$ cat src/packed_component_table_macros.svh
// Assertion macros used by the table's datapath.
// PCT_ASSERT_IMP: same-cycle implication; PCT_ASSERT_NEXT: next-cycle implication.
`ifndef PACKED_COMPONENT_TABLE_MACROS_SVH
`define PACKED_COMPONENT_TABLE_MACROS_SVH
`ifndef SYNTH
`define PCT_ASSERT_IMP(lbl, clk, rst_n, ante, cons) \
	lbl: assert property (@(posedge clk) disable iff (!rst_n) (ante) |-> (cons)) \
		else $error("assertion failed");
`define PCT_ASSERT_NEXT(lbl, clk, rst_n, ante, cons) \
	lbl: assert property (@(posedge clk) disable iff (!rst_n) (ante) |=> (cons)) \
		else $error("assertion failed");
`else
`define PCT_ASSERT_IMP(lbl, clk, rst_n, ante, cons)
`define PCT_ASSERT_NEXT(lbl, clk, rst_n, ante, cons)
`endif
`endif

$ cat src/pct_pkg.sv
`timescale 1ns / 1ps
`default_nettype none
package pct_pkg;

	// Table geometry
	localparam int MAX_ENTRIES = 1024;
	localparam int DATA_WIDTH  = 32;
	localparam int ENT_W       = 10;
	localparam int ENT_SPACE   = 1 << ENT_W;
	localparam int SLOT_W      = $clog2(MAX_ENTRIES);
	localparam int COUNT_W     = $clog2(MAX_ENTRIES + 1);

	typedef enum logic [1:0] {
		MODE_INSERT = 2'd0,
		MODE_REMOVE = 2'd1,
		MODE_READ   = 2'd2,
		MODE_NOP    = 2'd3
	} mode_t;

	typedef enum logic [1:0] {
		ST_OK          = 2'd0,
		ST_NOT_PRESENT = 2'd1,
		ST_ALREADY     = 2'd2,
		ST_FULL        = 2'd3
	} status_t;

	typedef enum logic [2:0] {
		S_CLEAR  = 3'd0,
		S_IDLE   = 3'd1,
		S_LOOKUP = 3'd2,
		S_EXEC   = 3'd3,
		S_FETCH  = 3'd4
	} state_t;

	// Controller -> datapath commands
	typedef struct packed {
		logic clear;
		logic load;
		logic exec;
		logic fetch;
	} pct_cmd_t;

	// Datapath -> controller status
	typedef struct packed {
		logic clear_last;
		logic need_fetch;
	} pct_stat_t;

endpackage
`default_nettype wire

$ cat src/pct_ctrl.sv
`timescale 1ns / 1ps
`default_nettype none
module pct_ctrl import pct_pkg::*; (
	input  wire logic      clk,
	input  wire logic      arst_n,
	input  wire logic      start,
	input  wire pct_stat_t stat,
	output logic           busy,
	output pct_cmd_t       cmd
);

	state_t state_q;
	state_t state_nxt;

	// state register
	always_ff @(posedge clk or negedge arst_n) begin
		if (!arst_n) begin
			state_q <= S_CLEAR;
		end else begin
			state_q <= state_nxt;
		end
	end

	// next state
	always_comb begin
		state_nxt = state_q;
		unique case (state_q)
			S_CLEAR: begin
				if (stat.clear_last) state_nxt = S_IDLE;
			end
			S_IDLE: begin
				if (start) state_nxt = S_LOOKUP;
			end
			S_LOOKUP: begin
				state_nxt = S_EXEC;
			end
			S_EXEC: begin
				state_nxt = stat.need_fetch ? S_FETCH : S_IDLE;
			end
			S_FETCH: begin
				state_nxt = S_IDLE;
			end
			default: begin
				state_nxt = S_IDLE;
			end
		endcase
	end

	// outputs
	always_comb begin
		busy      = (state_q != S_IDLE);
		cmd.clear = (state_q == S_CLEAR);
		cmd.load  = (state_q == S_IDLE) && start;
		cmd.exec  = (state_q == S_EXEC);
		cmd.fetch = (state_q == S_FETCH);
	end

endmodule
`default_nettype wire

$ cat config.mk
export PLATFORM = sky130hd
export DESIGN_NAME = pct_ctrl
export DESIGN_NICKNAME = d
export VERILOG_FILES = /design/src/packed_component_table_macros.svh /design/src/pct_pkg.sv /design/src/pct_ctrl.sv
export SDC_FILE = /design/constraint.sdc
export NUM_CORES = 1
export LEC_CHECK = 0
export ABC_CLOCK_PERIOD_IN_PS = 1460
export BUFFER_PORTS_ARGS = -buffer_cell sky130_fd_sc_hd__buf_2
export CAP_MARGIN = 20
export CORE_AREA = 3 3 40 42
export CTS_CLUSTER_SIZE = 30
export DETAILED_ROUTE_END_ITERATION = 16
export DIE_AREA = 0 0 43 45
export SYNTH_ARGS = -nofsm -noshare
export SYNTH_HDL_FRONTEND = slang
export SYNTH_SLANG_ARGS = --single-unit
export TNS_END_PERCENT = 20
$ cat constraint.sdc
create_clock -name clk -period 1.46 [get_ports clk]
set_input_delay 0.146 -clock clk [delete_from_list [all_inputs] [get_ports clk]]
set_output_delay 0.146 -clock clk [all_outputs]
set_load 0.02 [all_outputs]
# Word-level counts from Yosys, hierarchy flattened
# Cells that the tools add are included.
# op_classes
n_reduce_logical	3
eq_ne	7
mux	4
# ops
op	n
3-bit case mux with 4 select lines	1
3-bit 2-to-1 mux	3
3-bit by 2-bit equality test with 1-bit output (second input constant)	2
2-bit != test (second input constant)	2
3-bit by 1-bit equality test with 1-bit output (second input constant)	1
3-bit equality test (second input constant)	1
3-bit zero test	1
3-bit by 1-bit != test with 1-bit output (second input constant)	1
2-bit AND reduction	1
1-bit logical AND	1
# totals
wordCells	15
input_bits	5
output_inout_bits	5
ff_bits	3

# Depth between registers and ports, before layout
# Gate-level depths: netlist of run 1.
# logic_depth
ltp_word	3
mapped_depth	3
ltp_nobuf	2

# Worst setup path before layout of run 1
# Ideal clock, no wire load.
# synth_timing
path_type	register to output
start	register state_q[2]
end	output port cmd[0] (netlist bit)
n_path_buf	1
t_arrival_ns	1.077
slack_ns	0.237
t_required_ns	1.314
stages_incl_launch_ff	3
path_cell_list	dfrtp_1 > clkbuf_1 > nor3b_1
# synth_rtl
element	line_no	source
from (decl)	pct_ctrl.sv:12	state_t state_q;
from (signal assigned)	pct_ctrl.sv:20	state_q <= state_nxt;
to (decl)	pct_ctrl.sv:9	output pct_cmd_t cmd

==> summary.md, run 1 <==
| Metric | Value |
|---|---|
| Remaining global-route overflow | 0 |
| CP arrival | around 1.2 ns |
| Overall track demand over capacity in global routing | 0.06583 |
| Hold path startpoint | stat[0] |
| Sequential-to-total area share from yosys stat | 0.4138 |
| Largest family of logic cells by synthesized area | simple AND/OR/NAND/NOR gates |
| Clock root buffer | sky130_fd_sc_hd__clkbuf_4 |
| Largest vdd supply drop | 0.0005295 V |
| Max transition margin | 0.8262 |
| Biggest regs | state_q x3 |
| Final nets | 39 |
| Static leakage | roughly 0.13 nW |
| Synth Cell Area | ~180 um^2 |
| Post-synthesis simple-gate area fraction | 0.3586 |
| Htree depth | 1 |
| Startpoint type of the worst setup path | flop |
| Compound-Gate Fraction of Synth Area | 0.1241 |
| IO Pins | 10 |
| Final standard cell count with taps included and fillers excluded | 48 |
| # Post-CTS Setup Buffers | 0 |
| Average cell area after synthesis | approximately 8.6 um^2 |
| Number of hold-slack violations in the final timing report | 0 |
| Power Density | about 2200 nW/um^2 |
| Post-DRT Antenna Nets | 0 |
| Effective utilization at floorplan | 0.1412 |
| Footprint of the flip-flops and latches | 75.07 um^2 |
| Post-layout power | just under 0.6 mW |
| Vias | approximately 190 |
| Element type at the critical path end | output pin |
| Minimum setup slack after placement | around 0.27 ns |
| Leading cell type in the layout, fill and taps excluded | sky130_fd_sc_hd__buf_2 |
| Worst flop-to-flop path endpoint | state_q[0] |
| Share of the clock period used by the worst path after layout | 0.8954 |
| First-pass GRT wire length | around 790 um |
| Total length of routed wires | just under 500 um |
| Clock period minus worst slack | approximately 1.3 ns |
| RSZ-0062 raised after global routing | no |
| Pin count of the biggest net entering global routing | 11 |
| Hold crit path type | input port to flop |
| Maximum buffer depth of the clock tree | 2 |
| Destination of the worst hold path | state_q[2] |
| Floorplan core area | approximately 1300 um^2 |
| Post-synthesis share of cell area spent on full adders, half adders and majority gates | 0 |
| Number of synthesized register bits | 3 |
| Leading cell types in the layout, fill and taps excluded | sky130_fd_sc_hd__buf_2 (9), sky130_fd_sc_hd__nand2_1 (3), sky130_fd_sc_hd__nor3_1 (3), sky130_fd_sc_hd__clkbuf_4 (3), sky130_fd_sc_hd__dfrtp_1 (3) |
| FILL cells | approximately 150 |
| Total clock buffers created by CTS | 3 |
| Setup slack of the critical path after layout | between 0.15 and 0.2 ns |
| Number of placed instances, taps included | 43 |
| First-pass detailed-route iteration total | 4 |
| Number of global-route vias before repair | around 190 |
| Quantity of gates resized following cts | 0 |
| Register containing the most flip-flops in the final layout | state_q |
| Type of the setup path with the least slack | flop to output pin |
| Worst reg2reg setup slack | 0.27 ns |
| Maximum frequency from static timing analysis | 0.7649 GHz |
| Min-Delay Path Depth | 3 |
| Drt drc | 0 |
| Sinks on the clock net | 3 |
| Synth Area in XOR/XNOR | 0 |
| GPL Wtd Cong | 0.7022 |
| Post-layout util | 0.2074 |
| Net count after synthesis | 26 |
| Number of pins with negative max-slew slack in the final report | 0 |
| CTS tree | done |
| Setup Total Neg Slack | 0 ns |
| Max FFs per register | 3 |
| Critical Path RT | 1.31 ns |
| Setup-violating endpoint count in the final report | 0 |
| Number of cells on the worst reg-to-reg path | 2 |
| Clock-pin slew on the worst setup and hold paths | approximately 0.03 ns |
| Die Area | 1935 um^2 |
| Row count | 13 |
| Number of port buffers | 9 |
| Mux contribution to synthesized area | 0 |
| Result of the run | finished clean |
| Overall die height | approximately 45 um |
| Count of different cell masters after synthesis | 14 |
| Antenna Cells | 0 |
| Setup skew after layout | approximately 0.00018 ns |
| Gate count of the mapped netlist | 21 |
| Share of final-layout standard cells stronger than drive strength 1 | 0.3636 |
| Number of maximum-capacitance constraint violations | 0 |
| Reg2Reg Launch Point | state_q[0] |
| Area occupied by multi-input gates | ~90 um^2 |
| Post-detailed-route via-to-cell ratio | between 3 and 4 |
| Transition time at the pin with the least slew margin | approximately 0.26 ns |
| Worst-Skew Late Latency | 0.23 ns |
| Initial antenna violation count | 0 |
| Number of synthesis warnings | 0 |
| Starting DRT DRC Count | 6 |
| Horizontal die dimension | approximately 43 um |
| Worst Path Max Fanout | 10 |
| Layout overhead on the synthesized area | 46.90% |
| WL/cell | just over 10 um |
-- critical path, stage by stage, from the launching register on --
cell and delay, ns:
sky130_fd_sc_hd__dfrtp_1 0.48, sky130_fd_sc_hd__nand2_1 0.12, sky130_fd_sc_hd__nor3_1 0.14, sky130_fd_sc_hd__buf_2 0.19
-- area by class of cell --
cell class,instances,share of cell area
Sequential cell,3,0.2817
Inverter,1,0.01408
Timing Repair Buffer,10,0.2066
Tap cell,15,0.07042
Clock buffer,4,0.09859
Multi-Input combinational cell,15,0.3286
-- power by group --
group	switching, mW	internal (mW)
registers	0.0662	0.115
clock network	0.0430	0.102
logic	0.147	0.109
-- cells in the mapped netlist --
master	count	area (um^2)
sky130_fd_sc_hd__nand3b_1	1	7.510
sky130_fd_sc_hd__or2_0	1	6.260
sky130_fd_sc_hd__nand2b_1	1	6.260
sky130_fd_sc_hd__dfrtp_1	3	75.07
sky130_fd_sc_hd__nor2_1	1	3.750
sky130_fd_sc_hd__inv_1	1	3.750
sky130_fd_sc_hd__a21oi_1	1	5.000
sky130_fd_sc_hd__clkbuf_1	1	3.750
sky130_fd_sc_hd__nor3b_1	2	15.01
sky130_fd_sc_hd__a311o_1	1	10.01
sky130_fd_sc_hd__nor3_1	3	15.01
sky130_fd_sc_hd__a21boi_0	1	7.510
sky130_fd_sc_hd__nand2_1	3	11.26
sky130_fd_sc_hd__buf_6	1	11.26
-- layer usage --
metal  track usage  up-vias  part of all wire
met2       0.05689       11              0.42
met3       0.03984        2             0.093
met5             0        -                 0
met4        0.1084        0             0.020
li1              -       97                 -
met1       0.07729       76              0.46
-- logic make-up after synthesis --
logic type             after synthesis
buffers and inverters                3
DFF                                  3
AOI/OAI and AO/OA                    3
and+or+nand+nor                     12
-- worst max path at each step --
stage,cells past startpoint,from,end,slack (ns)
detailed placement,2,state_q[0],state_q[0],0.27
global route,3,state_q[0],cmd[2],0.03
global placement,2,state_q[0],state_q[0],0.32
CTS,3,state_q[0],cmd[2],0.14
floorplan,2,state_q[2],cmd[0],0.24
finish,3,state_q[0],cmd[2],0.15
-- through the flow --
stage                     hold WS, ns  instance area (um^2)
final                          0.1503                 266.5
after global routing           0.1597                 266.5
after CTS                      0.1422                 266.5
after detailed placement     -0.05158                 230.2
after global placement       -0.05695                 230.2
after floorplan               -0.1496                 181.4
-- repair_timing --
item	in CTS	in global routing
hold buffers	1	0
endpoints found under the setup margin	0	0
endpoints found under the hold margin	3	0
Note: power is estimated with default switching activity, not from simulation.
==> inputs of run 2 (changes only) <==
- PLACE_DENSITY_LB_ADDON: not set -> 0.15
==> run 2 against run 1 <==
Against the previous run:
- non-clock buffer count did not move
- clock-buffer cell count did not move
- via count fell by 2.2%
- die area did not move
- combinational power barely moved
==> summary.md, run 2 (same netlist as run 1, synthesis figures left out) <==
| Metric | Value |
|---|---|
| Result of the run | finished clean (unchanged) |
| CTS tree | done (unchanged) |
| Antenna Cells | 0 (unchanged) |
| Buffer and inverter count on the worst path | 2 (was 1) |
| Number of placed instances, taps included | 43 (unchanged) |
| Maximum frequency from static timing analysis | 0.7606 GHz (was 0.7649 GHz) |
| IO Pins | 10 (unchanged) |
| Max FFs per register | 3 (unchanged) |
| # Post-CTS Setup Buffers | 0 (unchanged) |
| Post-detailed-route via-to-cell ratio | 3.792 (was 3.875) |
| Quantity of gates resized following cts | 0 (unchanged) |
| Max transition margin | 0.8276 (was 0.8262) |
| Initial antenna violation count | 0 (unchanged) |
| Top cell family by delay on the critical path | flip-flops (unchanged) |
| Levels on crit path | 3 (unchanged) |
| FILL cells | 153 (was 148) |
| Worst Path Max Fanout | 8 (was 10) |
| Final standard cell count with taps included and fillers excluded | 48 (unchanged) |
| Number of global-route vias before repair | 202 (was 185) |
| CP arrival | 1.17 ns (was 1.16 ns) |
| Hold crit path type | input port to flop (unchanged) |
| Final nets | 39 (unchanged) |
| Register containing the most flip-flops in the final layout | state_q (unchanged) |
| WL/cell | 10.46 um (was 10.31 um) |
| Number of maximum-capacitance constraint violations | 0 (unchanged) |
| Static leakage | 0.1263 nW (unchanged) |
| Layout overhead on the synthesized area | 46.90% (unchanged) |
| Clock-pin slew on the worst setup and hold paths | 0.04 ns (was 0.03 ns) |
| Overall track demand over capacity in global routing | 0.06922 (was 0.06583) |
| Number of pins with negative max-slew slack in the final report | 0 (unchanged) |
| Slowest cell on the critical path | sky130_fd_sc_hd__dfrtp_1 (unchanged) |
| Clock period minus worst slack | 1.315 ns (was 1.307 ns) |
| Number of cells on the worst reg-to-reg path | 2 (unchanged) |
| First-pass detailed-route iteration total | 3 (was 4) |
| First-pass GRT wire length | 869 um (was 786 um) |
| Total clock buffers created by CTS | 3 (unchanged) |
| Cell-by-cell trace of the critical path | inv_1 -> nor3b_1 -> buf_2 (was nand2_1 -> nor3_1 -> buf_2) |
| Transition time at the pin with the least slew margin | 0.2586 ns (was 0.2606 ns) |
| Setup Total Neg Slack | 0 ns (unchanged) |
| Horizontal die dimension | 43 um (unchanged) |
| Vias | 182 (was 186) |
| Critical Path RT | 1.31 ns (about the same) |
| Post-DRT Antenna Nets | 0 (unchanged) |
| Largest stage delay on the critical path | 0.46 ns (was 0.48 ns) |
| Drt drc | 0 (unchanged) |
| Number of port buffers | 9 (unchanged) |
| Quantity of hold-fixing buffers added after cts | 1 (unchanged) |
| Post-layout util | 0.2074 (unchanged) |
| Row count | 13 (unchanged) |
| Worst-Skew Late Latency | 0.23 ns (about the same) |
| Element type at the critical path end | output pin (unchanged) |
| Leading cell type in the layout, fill and taps excluded | sky130_fd_sc_hd__buf_2 (unchanged) |
| Power Density | 2178 nW/um^2 (was 2187 nW/um^2) |
| Maximum buffer depth of the clock tree | 2 (unchanged) |
| Die Area | 1935 um^2 (unchanged) |
| Startpoint type of the worst setup path | flop (unchanged) |
| Largest vdd supply drop | 0.0004361 V (was 0.0005295 V) |
| Starting DRT DRC Count | 4 (was 6) |
| Effective utilization at floorplan | 0.1412 (unchanged) |
| Clock root buffer | sky130_fd_sc_hd__clkbuf_4 (unchanged) |
| RSZ-0062 raised after global routing | no (unchanged) |
| Post-layout power | 0.5805 mW (was 0.5829 mW) |
| Type of the setup path with the least slack | flop to output pin (unchanged) |
| Htree depth | 1 (unchanged) |
| Pin count of the biggest net entering global routing | 11 (unchanged) |
| Number of hold-slack violations in the final timing report | 0 (unchanged) |
| Floorplan core area | 1285 um^2 (unchanged) |
| Remaining global-route overflow | 0 (unchanged) |
| Sinks on the clock net | 3 (unchanged) |
| Total length of routed wires | 502 um (was 495 um) |
| Share of final-layout standard cells stronger than drive strength 1 | 0.3636 (unchanged) |
| Overall die height | 45 um (unchanged) |
| Leading cell types in the layout, fill and taps excluded | sky130_fd_sc_hd__buf_2 (9), sky130_fd_sc_hd__nand2_1 (3), sky130_fd_sc_hd__nor3_1 (3), sky130_fd_sc_hd__clkbuf_4 (3), sky130_fd_sc_hd__dfrtp_1 (3) (unchanged) |
| Setup-violating endpoint count in the final report | 0 (unchanged) |
| Min-Delay Path Depth | 3 (unchanged) |
| GPL Wtd Cong | 0.6922 (was 0.7022) |
| Biggest regs | state_q x3 (unchanged) |
| Share of the clock period used by the worst path after layout | 0.9005 (was 0.8954) |
| Setup skew after layout | 0.003214 ns (was 0.0001819 ns) |
[run 2: cell counts in the layout (fill, tap and decap cells not counted)]
Identical to the previous run, type by type.
[run 2: per-layer routing]
metal	GRT usage	up-vias	part of all wire
li1	-	94	-
met1	0.07506	83	0.45
met2	0.08084	5	0.52
met3	0.02789	0	0.032
met4	0.1084	0	0
met5	0	-	0
[run 2: power breakdown]
part | switching (mW) | internal [mW]
registers | 0.0672 | 0.115
logic | 0.145 | 0.109
clock network | 0.0419 | 0.102
[run 2: cell type report]
type | count | area (um^2) | share of cell area
Inverter | 1 | 3.754 | 0.01408
Multi-Input combinational cell | 15 | 87.58 | 0.3286
Clock buffer | 4 | 26.28 | 0.09859
Timing Repair Buffer | 10 | 55.05 | 0.2066
Sequential cell | 3 | 75.07 | 0.2817
Tap cell | 15 | 18.77 | 0.07042
[run 2: final timing paths]
kind,from,endpoint,slack (ns)
max in group asynchronous,arst_n,state_q[2],1.10
worst max register to register,state_q[0],state_q[0],0.26
min in group asynchronous,arst_n,state_q[1],0.25
worst min-delay path,stat[0],state_q[2],0.17
worst max-delay path,state_q[1],cmd[1],0.15
worst min register to register,state_q[2],state_q[1],0.58
[run 2: worst reg2reg max path, stage by stage, from the launching register on]
cell and delay, ns:
sky130_fd_sc_hd__dfrtp_1 0.45, sky130_fd_sc_hd__or2_0 0.26, sky130_fd_sc_hd__a311o_1 0.36
[run 2: through the flow]
stage               hold slack [ns]  worst slack [ns]  area [um^2]
floorplan                   -0.1496            0.2369        181.4
global placement           -0.04884            0.3173        230.2
detailed placement         -0.05544            0.2710        230.2
CTS                          0.1570            0.1336        266.5
global route                 0.1773           0.01428        266.5
finish                       0.1687            0.1453        266.5
==> inputs of run 3 (changes only) <==
- ABC_CLOCK_PERIOD_IN_PS: 1460 -> 1400
- clock period: 1.46 -> 1.4 ns (I/O delays scaled with it)
==> run 3 against run 2 <==
Against the previous run:
- non-clock buffer count unchanged
- worst hold slack lost 0.0060 ns
- flip-flop and latch count stayed put
- sequential share of layout area increased by 0.67 points
- critical path type unchanged
- clock power up 4%
- sequential power is 8% higher
- first-iteration DRC count stayed put
- register-to-register slack worse by 0.03 ns
- critical path depth unchanged
- highest routed layer unchanged
==> summary.md, run 3 (same netlist as run 1, synthesis figures left out) <==
| Metric | Value |
|---|---|
| Pin count of the biggest net entering global routing | 11 (unchanged) |
| Post-layout power | 0.6115 mW (was 0.5805 mW) |
| Overall die height | 45 um (unchanged) |
| Min-Delay Path Depth | 3 (unchanged) |
| Htree depth | 1 (unchanged) |
| Startpoint type of the worst setup path | flop (unchanged) |
| Register containing the most flip-flops in the final layout | state_q (unchanged) |
| Critical Path RT | 1.26 ns (was 1.31 ns) |
| Static leakage | 0.1240 nW (was 0.1263 nW) |
| FILL cells | 152 (was 153) |
| Clock-pin slew on the worst setup and hold paths | 0.04 ns (about the same) |
| Largest vdd supply drop | 0.0004736 V (was 0.0004361 V) |
| Share of final-layout standard cells stronger than drive strength 1 | 0.4242 (was 0.3636) |
| Row count | 13 (unchanged) |
| Result of the run | finished clean (unchanged) |
| Overall track demand over capacity in global routing | 0.06922 (unchanged) |
| Clock period minus worst slack | 1.238 ns |
| Worst reg2reg setup slack | 0.23 ns (was 0.26 ns) |
| Share of the clock period used by the worst path after layout | 0.8846 |
| Element type at the critical path end | output pin (unchanged) |
| Vias | 182 (unchanged) |
| Die Area | 1935 um^2 (unchanged) |
| Remaining global-route overflow | 0 (unchanged) |
| Floorplan core area | 1285 um^2 (unchanged) |
| Effective utilization at floorplan | 0.1412 (unchanged) |
| RSZ-0062 raised after global routing | no (unchanged) |
| Cell-by-cell trace of the critical path | inv_1 -> nor3b_1 -> buf_2 (unchanged) |
| Clock root buffer | sky130_fd_sc_hd__clkbuf_4 (unchanged) |
| IO Pins | 10 (unchanged) |
| Number of global-route vias before repair | 202 (unchanged) |
| Biggest regs | state_q x3 (unchanged) |
| Total length of routed wires | 502 um (unchanged) |
| Total clock buffers created by CTS | 3 (unchanged) |
| Final nets | 39 (unchanged) |
| Area occupied by multi-input gates | 87.58 um^2 (unchanged) |
| Footprint of the flip-flops and latches | 77.57 um^2 (was 75.07 um^2) |
| CTS tree | done (unchanged) |
| Hold path startpoint | stat[0] (unchanged) |
| Maximum buffer depth of the clock tree | 2 (unchanged) |
| Final cell area excluding filler cells | 269.0 um^2 (was 266.5 um^2) |
| Worst-Skew Late Latency | 0.23 ns (about the same) |
| Post-DRT Antenna Nets | 0 (unchanged) |
| Top cell family by delay on the critical path | flip-flops (unchanged) |
| Layout overhead on the synthesized area | 48.28% (was 46.90%) |
| Power Density | 2273 nW/um^2 (was 2178 nW/um^2) |
| Number of pins with negative max-slew slack in the final report | 0 (unchanged) |
| Starting DRT DRC Count | 4 (unchanged) |
| Setup skew after layout | 0.003209 ns (was 0.003214 ns) |
| Buffer and inverter count on the worst path | 2 (unchanged) |
| Worst flop-to-flop path endpoint | state_q[0] (unchanged) |
| Sinks on the clock net | 3 (unchanged) |
| Transition time at the pin with the least slew margin | 0.2586 ns (unchanged) |
| Horizontal die dimension | 43 um (unchanged) |
| Antenna Cells | 0 (unchanged) |
| Initial antenna violation count | 0 (unchanged) |
| First-pass detailed-route iteration total | 3 (unchanged) |
| GPL Wtd Cong | 0.6923 (was 0.6922) |
| Final standard cell count with taps included and fillers excluded | 48 (unchanged) |
| Reg2Reg Launch Point | state_q[0] (unchanged) |
| WL/cell | 10.46 um (unchanged) |
| Leading cell type in the layout, fill and taps excluded | sky130_fd_sc_hd__buf_2 (unchanged) |
| Number of port buffers | 9 (unchanged) |
| CP arrival | 1.10 ns (was 1.17 ns) |
| Number of maximum-capacitance constraint violations | 0 (unchanged) |
| Max transition margin | 0.8276 (unchanged) |
| Hold crit path type | input port to flop (unchanged) |
| Destination of the worst hold path | state_q[2] (unchanged) |
| Max FFs per register | 3 (unchanged) |
| Placed instance area | 230.2 um^2 (unchanged) |
| Setup Total Neg Slack | 0 ns (unchanged) |
| Largest stage delay on the critical path | 0.42 ns (was 0.46 ns) |
| Worst Path Max Fanout | 8 (unchanged) |
| Maximum frequency from static timing analysis | between 0.8 and 0.9 GHz |
| Number of placed instances, taps included | 43 (unchanged) |
| Number of hold-slack violations in the final timing report | 0 (unchanged) |
| Setup-violating endpoint count in the final report | 0 (unchanged) |
| Type of the setup path with the least slack | flop to output pin (unchanged) |
| Slowest cell on the critical path | sky130_fd_sc_hd__dfrtp_2 (was sky130_fd_sc_hd__dfrtp_1) |
| Number of cells on the worst reg-to-reg path | 2 (unchanged) |
| Leading cell types in the layout, fill and taps excluded | sky130_fd_sc_hd__buf_2 (9), sky130_fd_sc_hd__nand2_1 (3), sky130_fd_sc_hd__nor3_1 (3), sky130_fd_sc_hd__clkbuf_4 (3) (was sky130_fd_sc_hd__buf_2 (9), sky130_fd_sc_hd__nand2_1 (3), sky130_fd_sc_hd__nor3_1 (3), sky130_fd_sc_hd__clkbuf_4 (3), sky130_fd_sc_hd__dfrtp_1 (3)) |
| Post-detailed-route via-to-cell ratio | 3.792 (unchanged) |
| First-pass GRT wire length | 869 um (unchanged) |
| Drt drc | 0 (unchanged) |
==> run 3: cell counts in the layout (fill, tap and decap cells not counted) <==
Identical to the previous run, type by type.
==> run 3: where the power goes <==
part	internal (mW)	leakage [nW]	switching, mW
combinational	0.114	0.0735	0.151
clock	0.107	0.0150	0.0437
sequential	0.126	0.0356	0.0700
==> run 3: stage by stage <==
step                utilization  setup WS [ns]  hold WS [ns]
CTS                      0.2074        0.07964        0.1510
finish                   0.2093         0.1616        0.1627
floorplan                     -         0.1829       -0.1556
global placement         0.1792         0.2574      -0.05484
detailed placement       0.1792         0.2110      -0.06144
global route             0.2093        0.04652        0.1713
==> run 3: metal layers <==
metal  track usage  wire, um
met5             0         0
met4        0.1084         0
met3       0.02789        16
met2       0.08084       260
met1       0.07506       225
==> run 3: area by class of cell <==
type                            count  area share
Multi-Input combinational cell     15      0.3256
Sequential cell                     3      0.2884
Timing Repair Buffer               10      0.2047
Clock buffer                        4     0.09767
Tap cell                           15     0.06977
Inverter                            1     0.01395
==> run 3: worst reg2reg max path, cell delays in order, from the launching register on <==
cell and delay (ns):
sky130_fd_sc_hd__dfrtp_2 0.45, sky130_fd_sc_hd__or2_0 0.24, sky130_fd_sc_hd__a311o_1 0.36
==> run 3: what timing repair did <==
| item | CTS | global route |
|---|---|---|
| buffers inserted | 0 | 0 |
| hold buffers | 1 | 0 |
| hold endpoints to repair | 3 | 0 |
| endpoints found under the setup margin | 0 | 2 |
| gates resized for setup | 0 | 2 |
==> run 3: how the worst max path moves through the flow <==
stage,start,to,slack [ns],cells past startpoint
3_5_place_dp,state_q[0],state_q[0],0.21,2
4_1_cts,state_q[1],cmd[1],0.08,3
3_3_place_gp,state_q[0],state_q[0],0.26,2
5_1_grt,state_q[1],cmd[1],0.05,3
2_1_floorplan,state_q[2],cmd[0],0.18,2
6_report,state_q[1],cmd[1],0.16,3
